$ cat src/rtl/rrr_pkg.sv
// Shared types and constants of the return risk ratio block.
// Used by rrr_arith and return_risk_ratios; depends on nothing else.
package rrr_pkg;

  // Default series length limit and fraction width of the Q format.
  localparam int unsigned MAX_SAMPLES_DEF = 4096;
  localparam int unsigned FRAC_BITS_DEF   = 16;

  // Width of the saturating sample sum and its limits.
  localparam int unsigned SUM_W = 45;

  // Width of the shared unit's operands and result.
  localparam int unsigned WIDE_W = 128;

  // sqrt(252) in Q4.28, rounded.
  localparam logic [63:0] SQRT252_Q28 = 64'd4261280758;

  // Operations of the shared arithmetic unit.
  localparam logic [1:0] OP_MUL  = 2'd0;
  localparam logic [1:0] OP_DIV  = 2'd1;
  localparam logic [1:0] OP_SQRT = 2'd2;

  // Request to the shared unit.
  typedef struct packed {
    logic       go;
    logic [1:0] op;
  } rrr_req_t;

endpackage

$ cat src/rtl/rrr_arith.sv
// Shared bit-serial arithmetic unit: shift-add multiply, restoring divide
// and integer square root. Depends on rrr_pkg.
module rrr_arith (
  input  logic                        clk,
  input  logic                        rst_n,
  input  rrr_pkg::rrr_req_t           req,
  input  logic [rrr_pkg::WIDE_W-1:0]  opa,
  input  logic [rrr_pkg::WIDE_W-1:0]  opb,
  output logic                        done,
  output logic [rrr_pkg::WIDE_W-1:0]  res
);
  import rrr_pkg::*;

  logic              busy_r;
  logic              done_r;
  logic [1:0]        op_r;
  logic [6:0]        cnt_r;
  logic [WIDE_W-1:0] acc_r;
  logic [WIDE_W-1:0] x_r;
  logic [WIDE_W-1:0] y_r;
  logic [WIDE_W:0]   rem_r;
  logic [63:0]       bit_r;

  logic [WIDE_W:0]   rem_t;
  logic [63:0]       trial;

  assign rem_t = {rem_r[WIDE_W-1:0], x_r[WIDE_W-1]};
  assign trial = y_r[63:0] + bit_r;

  // Control: load on a request, count down the steps, pulse done at the end.
  always_ff @(posedge clk) begin
    if (!rst_n) begin
      busy_r <= 1'b0;
      done_r <= 1'b0;
      op_r   <= OP_MUL;
      cnt_r  <= '0;
    end else begin
      done_r <= 1'b0;
      if (req.go) begin
        busy_r <= 1'b1;
        op_r   <= req.op;
        case (req.op)
          OP_MUL:  cnt_r <= 7'd63;
          OP_DIV:  cnt_r <= 7'd127;
          default: cnt_r <= 7'd31;
        endcase
      end else if (busy_r) begin
        cnt_r <= cnt_r - 7'd1;
        if (cnt_r == 7'd0) begin
          busy_r <= 1'b0;
          done_r <= 1'b1;
        end
      end
    end
  end

  // Datapath: one step of the selected operation per cycle.
  always_ff @(posedge clk) begin
    if (req.go) begin
      case (req.op)
        OP_MUL: begin
          acc_r <= '0;
          x_r   <= opa;
          y_r   <= {64'd0, opb[63:0]};
        end
        OP_DIV: begin
          rem_r <= '0;
          x_r   <= opa;
          y_r   <= opb;
        end
        default: begin
          acc_r <= {64'd0, opa[63:0]};
          y_r   <= '0;
          bit_r <= 64'h4000_0000_0000_0000;
        end
      endcase
    end else if (busy_r) begin
      case (op_r)
        OP_MUL: begin
          if (y_r[0]) acc_r <= acc_r + x_r;
          x_r <= {x_r[WIDE_W-2:0], 1'b0};
          y_r <= {1'b0, y_r[WIDE_W-1:1]};
        end
        OP_DIV: begin
          if (rem_t >= {1'b0, y_r}) begin
            rem_r <= rem_t - {1'b0, y_r};
            x_r   <= {x_r[WIDE_W-2:0], 1'b1};
          end else begin
            rem_r <= rem_t;
            x_r   <= {x_r[WIDE_W-2:0], 1'b0};
          end
        end
        default: begin
          if (acc_r[63:0] >= trial) begin
            acc_r <= {64'd0, acc_r[63:0] - trial};
            y_r   <= {64'd0, ({1'b0, y_r[63:1]} + bit_r)};
          end else begin
            y_r   <= {64'd0, 1'b0, y_r[63:1]};
          end
          bit_r <= {2'b00, bit_r[63:2]};
        end
      endcase
    end
  end

  assign done = done_r;

  // Result view by operation.
  always_comb begin
    case (op_r)
      OP_MUL:  res = acc_r;
      OP_DIV:  res = x_r;
      default: res = {64'd0, y_r[63:0]};
    endcase
  end

endmodule

$ cat config.mk
export PLATFORM = sky130hd
export DESIGN_NAME = rrr_arith
export DESIGN_NICKNAME = d
export VERILOG_FILES = /design/src/rtl/rrr_pkg.sv /design/src/rtl/rrr_arith.sv
export SDC_FILE = /design/constraint.sdc
export NUM_CORES = 2
export LEC_CHECK = 0
export BUFFER_PORTS_ARGS = -buffer_cell sky130_fd_sc_hd__buf_2
export CELL_PAD_IN_SITES_DETAIL_PLACEMENT = 1
export CELL_PAD_IN_SITES_GLOBAL_PLACEMENT = 2
export CORE_MARGIN = 2
export CORE_UTILIZATION = 34
export CTS_CLUSTER_SIZE = 24
export DETAILED_ROUTE_END_ITERATION = 16
export PLACE_DENSITY_LB_ADDON = 0.05
export SYNTH_ARGS = -nofsm -noshare
export SYNTH_HDL_FRONTEND = slang
export SYNTH_SLANG_ARGS = --single-unit
export TNS_END_PERCENT = 5
$ cat constraint.sdc
create_clock -name clk -period 12.1 [get_ports clk]
set_clock_uncertainty 0.2 [all_clocks]
set_input_delay 1.815 -clock clk [delete_from_list [all_inputs] [get_ports clk]]
set_output_delay 1.815 -clock clk [all_outputs]
set_load 0.02 [all_outputs]
; ---- Yosys cells after proc, flatten, opt, wreduce, memory -nomap -nowiden
; Cells that the tools add are included.
[op_classes]
n_addsub = 6
order_cmp = 2
n_eq_ne = 9
n_mux = 33
n_bitwise = 2
n_reduce_logical = 15
[ops]
columns = op, count
row1 = $mux W128, 14
row2 = $pmux W128 S2, 6
row3 = $mux W64, 5
row4 = $ge A129 B128 Y1, 1
row5 = $add A128 B128 Y128, 1
row6 = $sub A128 B128 Y128, 1
row7 = $add A63 B64 Y64, 1
row8 = $add A64 B64 Y64, 1
row9 = $ge A64 B64 Y1, 1
row10 = $sub A64 B64 Y64, 1
row11 = $mux W7, 2
row12 = $pmux W7 S2, 1
row13 = $reduce_and A3 Y1, 3
row14 = $ne A2 B2 Y1 const B, 4
row15 = $logic_not A7 Y1, 1
row16 = $sub A7 B1 Y7 const B, 1
row17 = $reduce_bool A3 Y1, 2
row18 = $mux W1, 5
row19 = $reduce_and A5 Y1, 1
row20 = $eq A2 B1 Y1 const B, 2
row21 = $logic_not A2 Y1, 2
row22 = $ne A2 B1 Y1 const B, 2
row23 = $reduce_bool A2 Y1, 2
row24 = $reduce_or A2 Y1, 2
row25 = other kinds (4), 5
[word_totals]
ff_bits = 587
inputBits = 261
wordCells = 76

; ---- Longest topological paths before layout
[depth]
depth_word = 6
ltp_mapped = 29
mapped_depth_nobuf = 26

; ---- Worst setup path after synthesis
; Ideal clock, no wire load.
[synth_timing]
path_kind = input port to flip-flop
from = input port req[2] (netlist bit)
to = register acc_r[0], enable pin
setup_time_ns = 0.657
arrival_ns = 11.192
required_ns = 11.243
setup_slack_ns = 0.051
stages = 5
n_path_buf = 1
cell_sequence = inv_2 > clkbuf_1 > nand2_1 > nand2_1 > a21oi_1
[synth_via]
elab_chain_len = 2
word_cells_on_any_way = 6
classes_between = eq/ne: 3 / reduce/logical: 3
[synth_lines]
columns = item, line_no
row1 = "start, declared", rrr_arith.sv:6  ; input rrr_pkg::rrr_req_t req,
row2 = "$ne A3 B3 Y1 (no line), or another cell as far along", -
row3 = $reduce_and A5 Y1 (no line) (*), -
row4 = "end signal, assigned", rrr_arith.sv:72  ; acc_r <= {64'd0, opa[63:0]};
row5 = "end signal, assigned", rrr_arith.sv:80  ; if (y_r[0]) acc_r <= acc_r + x_r;
row6 = "end signal, assigned", rrr_arith.sv:95  ; acc_r <= {64'd0, acc_r[63:0] - trial};
row7 = "end, declared", rrr_arith.sv:18  ; logic [WIDE_W-1:0] acc_r;
; Mark *: on every way between the ends. The rest lies on a longest branch, timed or not.
; A chain may end at the register's enable or synchronous reset.

; ---- Final worst setup path
[layout_timing]
from = register y_r[2]
to = register acc_r[7], enable pin
[layout_via]
elab_chain_len = 4
[layout_lines]
columns = item, line_no
row1 = "start, declared", rrr_arith.sv:20  ; logic [WIDE_W-1:0] y_r;
row2 = "start signal, assigned", rrr_arith.sv:64  ; y_r <= {64'd0, opb[63:0]};
row3 = "start signal, assigned", rrr_arith.sv:69  ; y_r <= opb;
row4 = "start signal, assigned", rrr_arith.sv:82  ; y_r <= {1'b0, y_r[WIDE_W-1:1]};
row5 = $add A64 B64 Y64, rrr_arith.sv:28  ; assign trial = y_r[63:0] + bit_r;
row6 = $ge A64 B64 Y1, rrr_arith.sv:94  ; if (acc_r[63:0] >= trial) begin
row7 = $reduce_bool A3 Y1 (no line), -
row8 = $reduce_and A5 Y1 (no line), -
; No other way between the ends.

==> results.md <==
* Switching Power at 4240 µW
* CTS Buf Count at 77
* Seq pwr share at 27.8%
* Status: complete, no violations
* Setup tns final at 0 ns
* Clock tree root driver cell: clkbuf_16
* Initial antenna violation count at 21
* Data arrival time of the worst path at 8.41 ns
* Seq/Total Area, Yosys at 32.3%
* Remaining global-route overflow at 0
* 1st-iter DRT viols at 3087
* Peak supply drop at 105 µV
* Yosys top cell by area: edfxtp_1
* All-Layer GR Usage at 26.4%
* Synth top area share at 31.9%
* CTS tree: yes
* Synth Cell Area at 51200 µm²
* H-tree levels at 3
* Setup bufs post-CTS at 0
* Final setup viols at 0
* Hold buffer count at cts at 0
* Number of core rows at 142
* Startpoint Class: flip-flop
* FF-to-FF setup slack at 3.74 ns
* GPL Wtd Cong at 0.907
* Hold WC Path Type: reg2reg
* Initial Utilization at 34.2%
* Routed Wire Length at 209 mm
* Worst slew pin tran at 1.28 ns
* Worst slew margin at 13.8%
* First-pass GRT wire length at 310 mm
* Clk slew on worst S/H paths at about 0.060 ns
* Post-Synthesis Cells at roughly 6200
* Core Region at 150000 µm²
* Ports at 390
* DR vias/cell at ~5.6
* Power per cell area at between 150 and 200 nW/µm²
* # DRC at 0
* Synth Warn # at 0
* Pre-Repair DR Iteration Count at 5
* Min-delay src: cnt_r[6]
* Final hold violation count at 0
* Vias in the first global route at 48537
* Number of enable flip-flop cells after synthesis at 544
* WHS Path Cells at 1
* Post-cts resize count at 0
* Comb pwr share at 48.2%
* Worst-path fanout max at between 100 and 150
* Synth Register Bits at 555
* Total clock sinks at 555
* FMAX at 0.120 GHz
* Input/output buffers at 389
* WHS at 0.356 ns
* Pin count of the biggest net entering global routing at 136
* MaxCap Viol Count at 0
* Filler cells at 17961
* Min cycle time layout at 8.36 ns
* Via count at 47585
* CP Capture Type: flip-flop
* WP data required at 12.15 ns
* Ys async rst share at 0%
* RSZ-0062 raised after global routing: no
* Synth cell types at 106
* Dpl hpwl at about 170 mm
* Primary FF master, synth: edfxtp_1
* Cell leakage power at 0.0224 µW
* Syn_area_per_cell at just over 8 µm²
* R2r endpoint: acc_r[7]
* R2R depth at 25
* Clock Power Share at 24.0%
* Net Count, Synth at 6877
* Clk buf depth at 3
* Largest cells by area after synthesis: edfxtp_1, ha_1, a21oi_1
* Hold Path End: cnt_r[6]
* Clock Latency Late Sink at 0.70 ns
* Syn-to-layout area delta at 11.9%
* Origin of the critical flop-to-flop path: y_r[2]
* Die width at roughly 400 µm
* Die Span Y at 392 µm
* Final slew viol count at 0
* Die ar. at approximately 150000 µm²
* Final worst-path cycle share at 69.1%
* Nets@finish at 7050
* Drt wl/cell at 24.6 µm
* Worst setup path category: reg2reg
* Int Pwr at 5380 µW
* Layout cells sized above 1 at 11.6%
* Final Util at a little under two fifths
* Net Sw Frac at 44.1%
* ANT nets after route at 0
[power groups by stage]
stage	combinational, µW	clock, µW	sequential (µW)
3_5_place_dp	4580	0	2710
5_1_grt	5090	2430	2700
4_1_cts	4610	2380	2670
3_3_place_gp	4570	0	2700
6_report	4630	2310	2680
2_1_floorplan	3240	0	2590
[logic make-up (layout without fill, tap and decap cells)]
| logic type | count (synthesis) | in the layout | share of synthesized area [%] |
|---|---|---|---|
| AO/OA/AOI/OAI | 2019 | 2019 | 24.2 |
| XOR/XNOR | 416 | 416 | 7.11 |
| adder cells (fa/ha/maj) | 390 | 390 | 9.57 |
| buffers and inverters | 637 | 874 | 4.84 |
| flip-flops | 555 | 555 | 32.3 |
| multiplexers | 231 | 231 | 4.75 |
| other | 0 | 3 | 0 |
| AND/OR/NAND/NOR | 1978 | 1978 | 17.2 |
[synthesized netlist by cell type (all sizes together) (17+ instances only)]
cell type / n
and3: 29
nor2b: 61
mux2i: 136
a31oi: 99
o31ai: 35
nor2: 551
or3: 25
ha: 387
or2: 23
nor4: 25
a31o: 21
o21a: 48
buf: 74
nand2: 860
edfxtp: 544
and4: 17
clkbuf: 267
xnor2: 281
nand4: 167
inv: 296
o211ai: 25
a221oi: 18
mux2: 95
o22ai: 34
o21bai: 122
a21boi: 26
nor3: 81
o21ai: 545
nand2b: 34
a211oi: 67
nand3: 62
xor2: 135
a21o: 175
a21oi: 683
[placed cells by master, fill, tap and decap left out, types with 15 or more instances in the layout]
cell type	synthesis	layout
nand2_1	859	857
a21oi_1	677	675
nor2_1	550	545
edfxtp_1	544	544
o21ai_0	476	476
buf_2	50	388
ha_1	387	387
inv_1	295	295
xnor2_1	281	281
a21o_1	175	174
nand4_1	167	167
mux2i_1	136	136
xor2_1	135	135
o21bai_1	121	121
a31oi_1	98	97
mux2_2	95	95
clkbuf_16	0	79
nor3_1	78	78
o21ai_1	65	65
a211oi_1	65	65
nand3_1	61	61
nor2b_1	61	61
o21a_1	47	47
buf_4	4	44
nand2b_1	34	34
o22ai_1	34	34
o31ai_1	30	30
and3_1	29	29
o211ai_1	25	25
a21boi_0	25	25
or3_1	25	25
nor4_1	24	24
a31o_2	20	19
or2_2	19	19
and4_1	17	17
a221oi_1	16	16
and2_1	15	15
clkinv_1	0	15
[worst max-delay path by stage]
stage,slack [ns],to,cells after the start,startpoint
2_1_floorplan,0.05,acc_r[0],5,req[2]
6_report,3.74,acc_r[7],25,y_r[2]
5_1_grt,3.29,acc_r[12],25,y_r[2]
3_5_place_dp,3.86,acc_r[4],25,y_r[2]
3_3_place_gp,3.95,acc_r[2],25,y_r[2]
4_1_cts,3.84,acc_r[12],25,y_r[2]
[per-layer routing]
layer | vias to the layer above | GRT usage, % | wire length, µm
met3 | 206 | 3.02 | 8080
met5 | - | 0 | 11
met2 | 920 | 41.7 | 92500
met4 | 2 | 5.39 | 4420
li1 | 23044 | - | -
met1 | 23413 | 38.6 | 104000
[sequential cells by signal, indices dropped and copies added, names as in the netlist]
signal	count
acc_r	128
bit_r	32
busy_r	1
cnt_r	7
done	1
op_r	2
rem_r	128
x_r	128
y_r	128
[critical path, stage by stage (launching register included)]
cell      delay, ns
edfxtp_1       0.47
ha_1           0.38
a31oi_1        0.30
o21ai_1        0.15
a21boi_0       0.54
nor3_1         0.18
o21ai_1        0.26
and4_1         0.27
o41a_1         0.28
o31ai_4        0.12
a21oi_2        0.29
nor3_1         0.08
a211oi_1       0.29
xnor2_1        0.17
ha_1           0.38
a21o_1         0.21
a21o_1         0.17
a21oi_1        0.26
o21ai_0        0.12
a21o_1         0.18
a21oi_1        0.28
nor2_1         0.12
o31ai_4        0.24
buf_4          0.80
a21oi_4        0.45
buf_12         0.35
[through the flow]
step	area (µm²)	std cells	worst slack [ns]	power, µW
after floorplan	51200	6226	0.0507	5830
after global placement	54800	8336	3.95	7270
after detailed placement	54800	8336	3.86	7290
after CTS	57300	8479	3.84	9660
after global routing	57300	8480	3.29	10200
final	57300	8482	3.74	9620
[layout make-up]
| cell class | instances | area [µm²] | area share (%) |
|---|---|---|---|
| Antenna cell | 3 | 7.51 | 0.0131 |
| Inverter | 296 | 1110 | 1.94 |
| Tap cell | 2016 | 2520 | 4.40 |
| Multi-Input combinational cell | 5034 | 32300 | 56.3 |
| Timing Repair Buffer | 435 | 2330 | 4.06 |
| Clock inverter | 44 | 379 | 0.662 |
| Clock buffer | 99 | 2110 | 3.69 |
| Sequential cell | 555 | 16600 | 28.9 |
No activity file was read; power rests on OpenSTA's default activity.
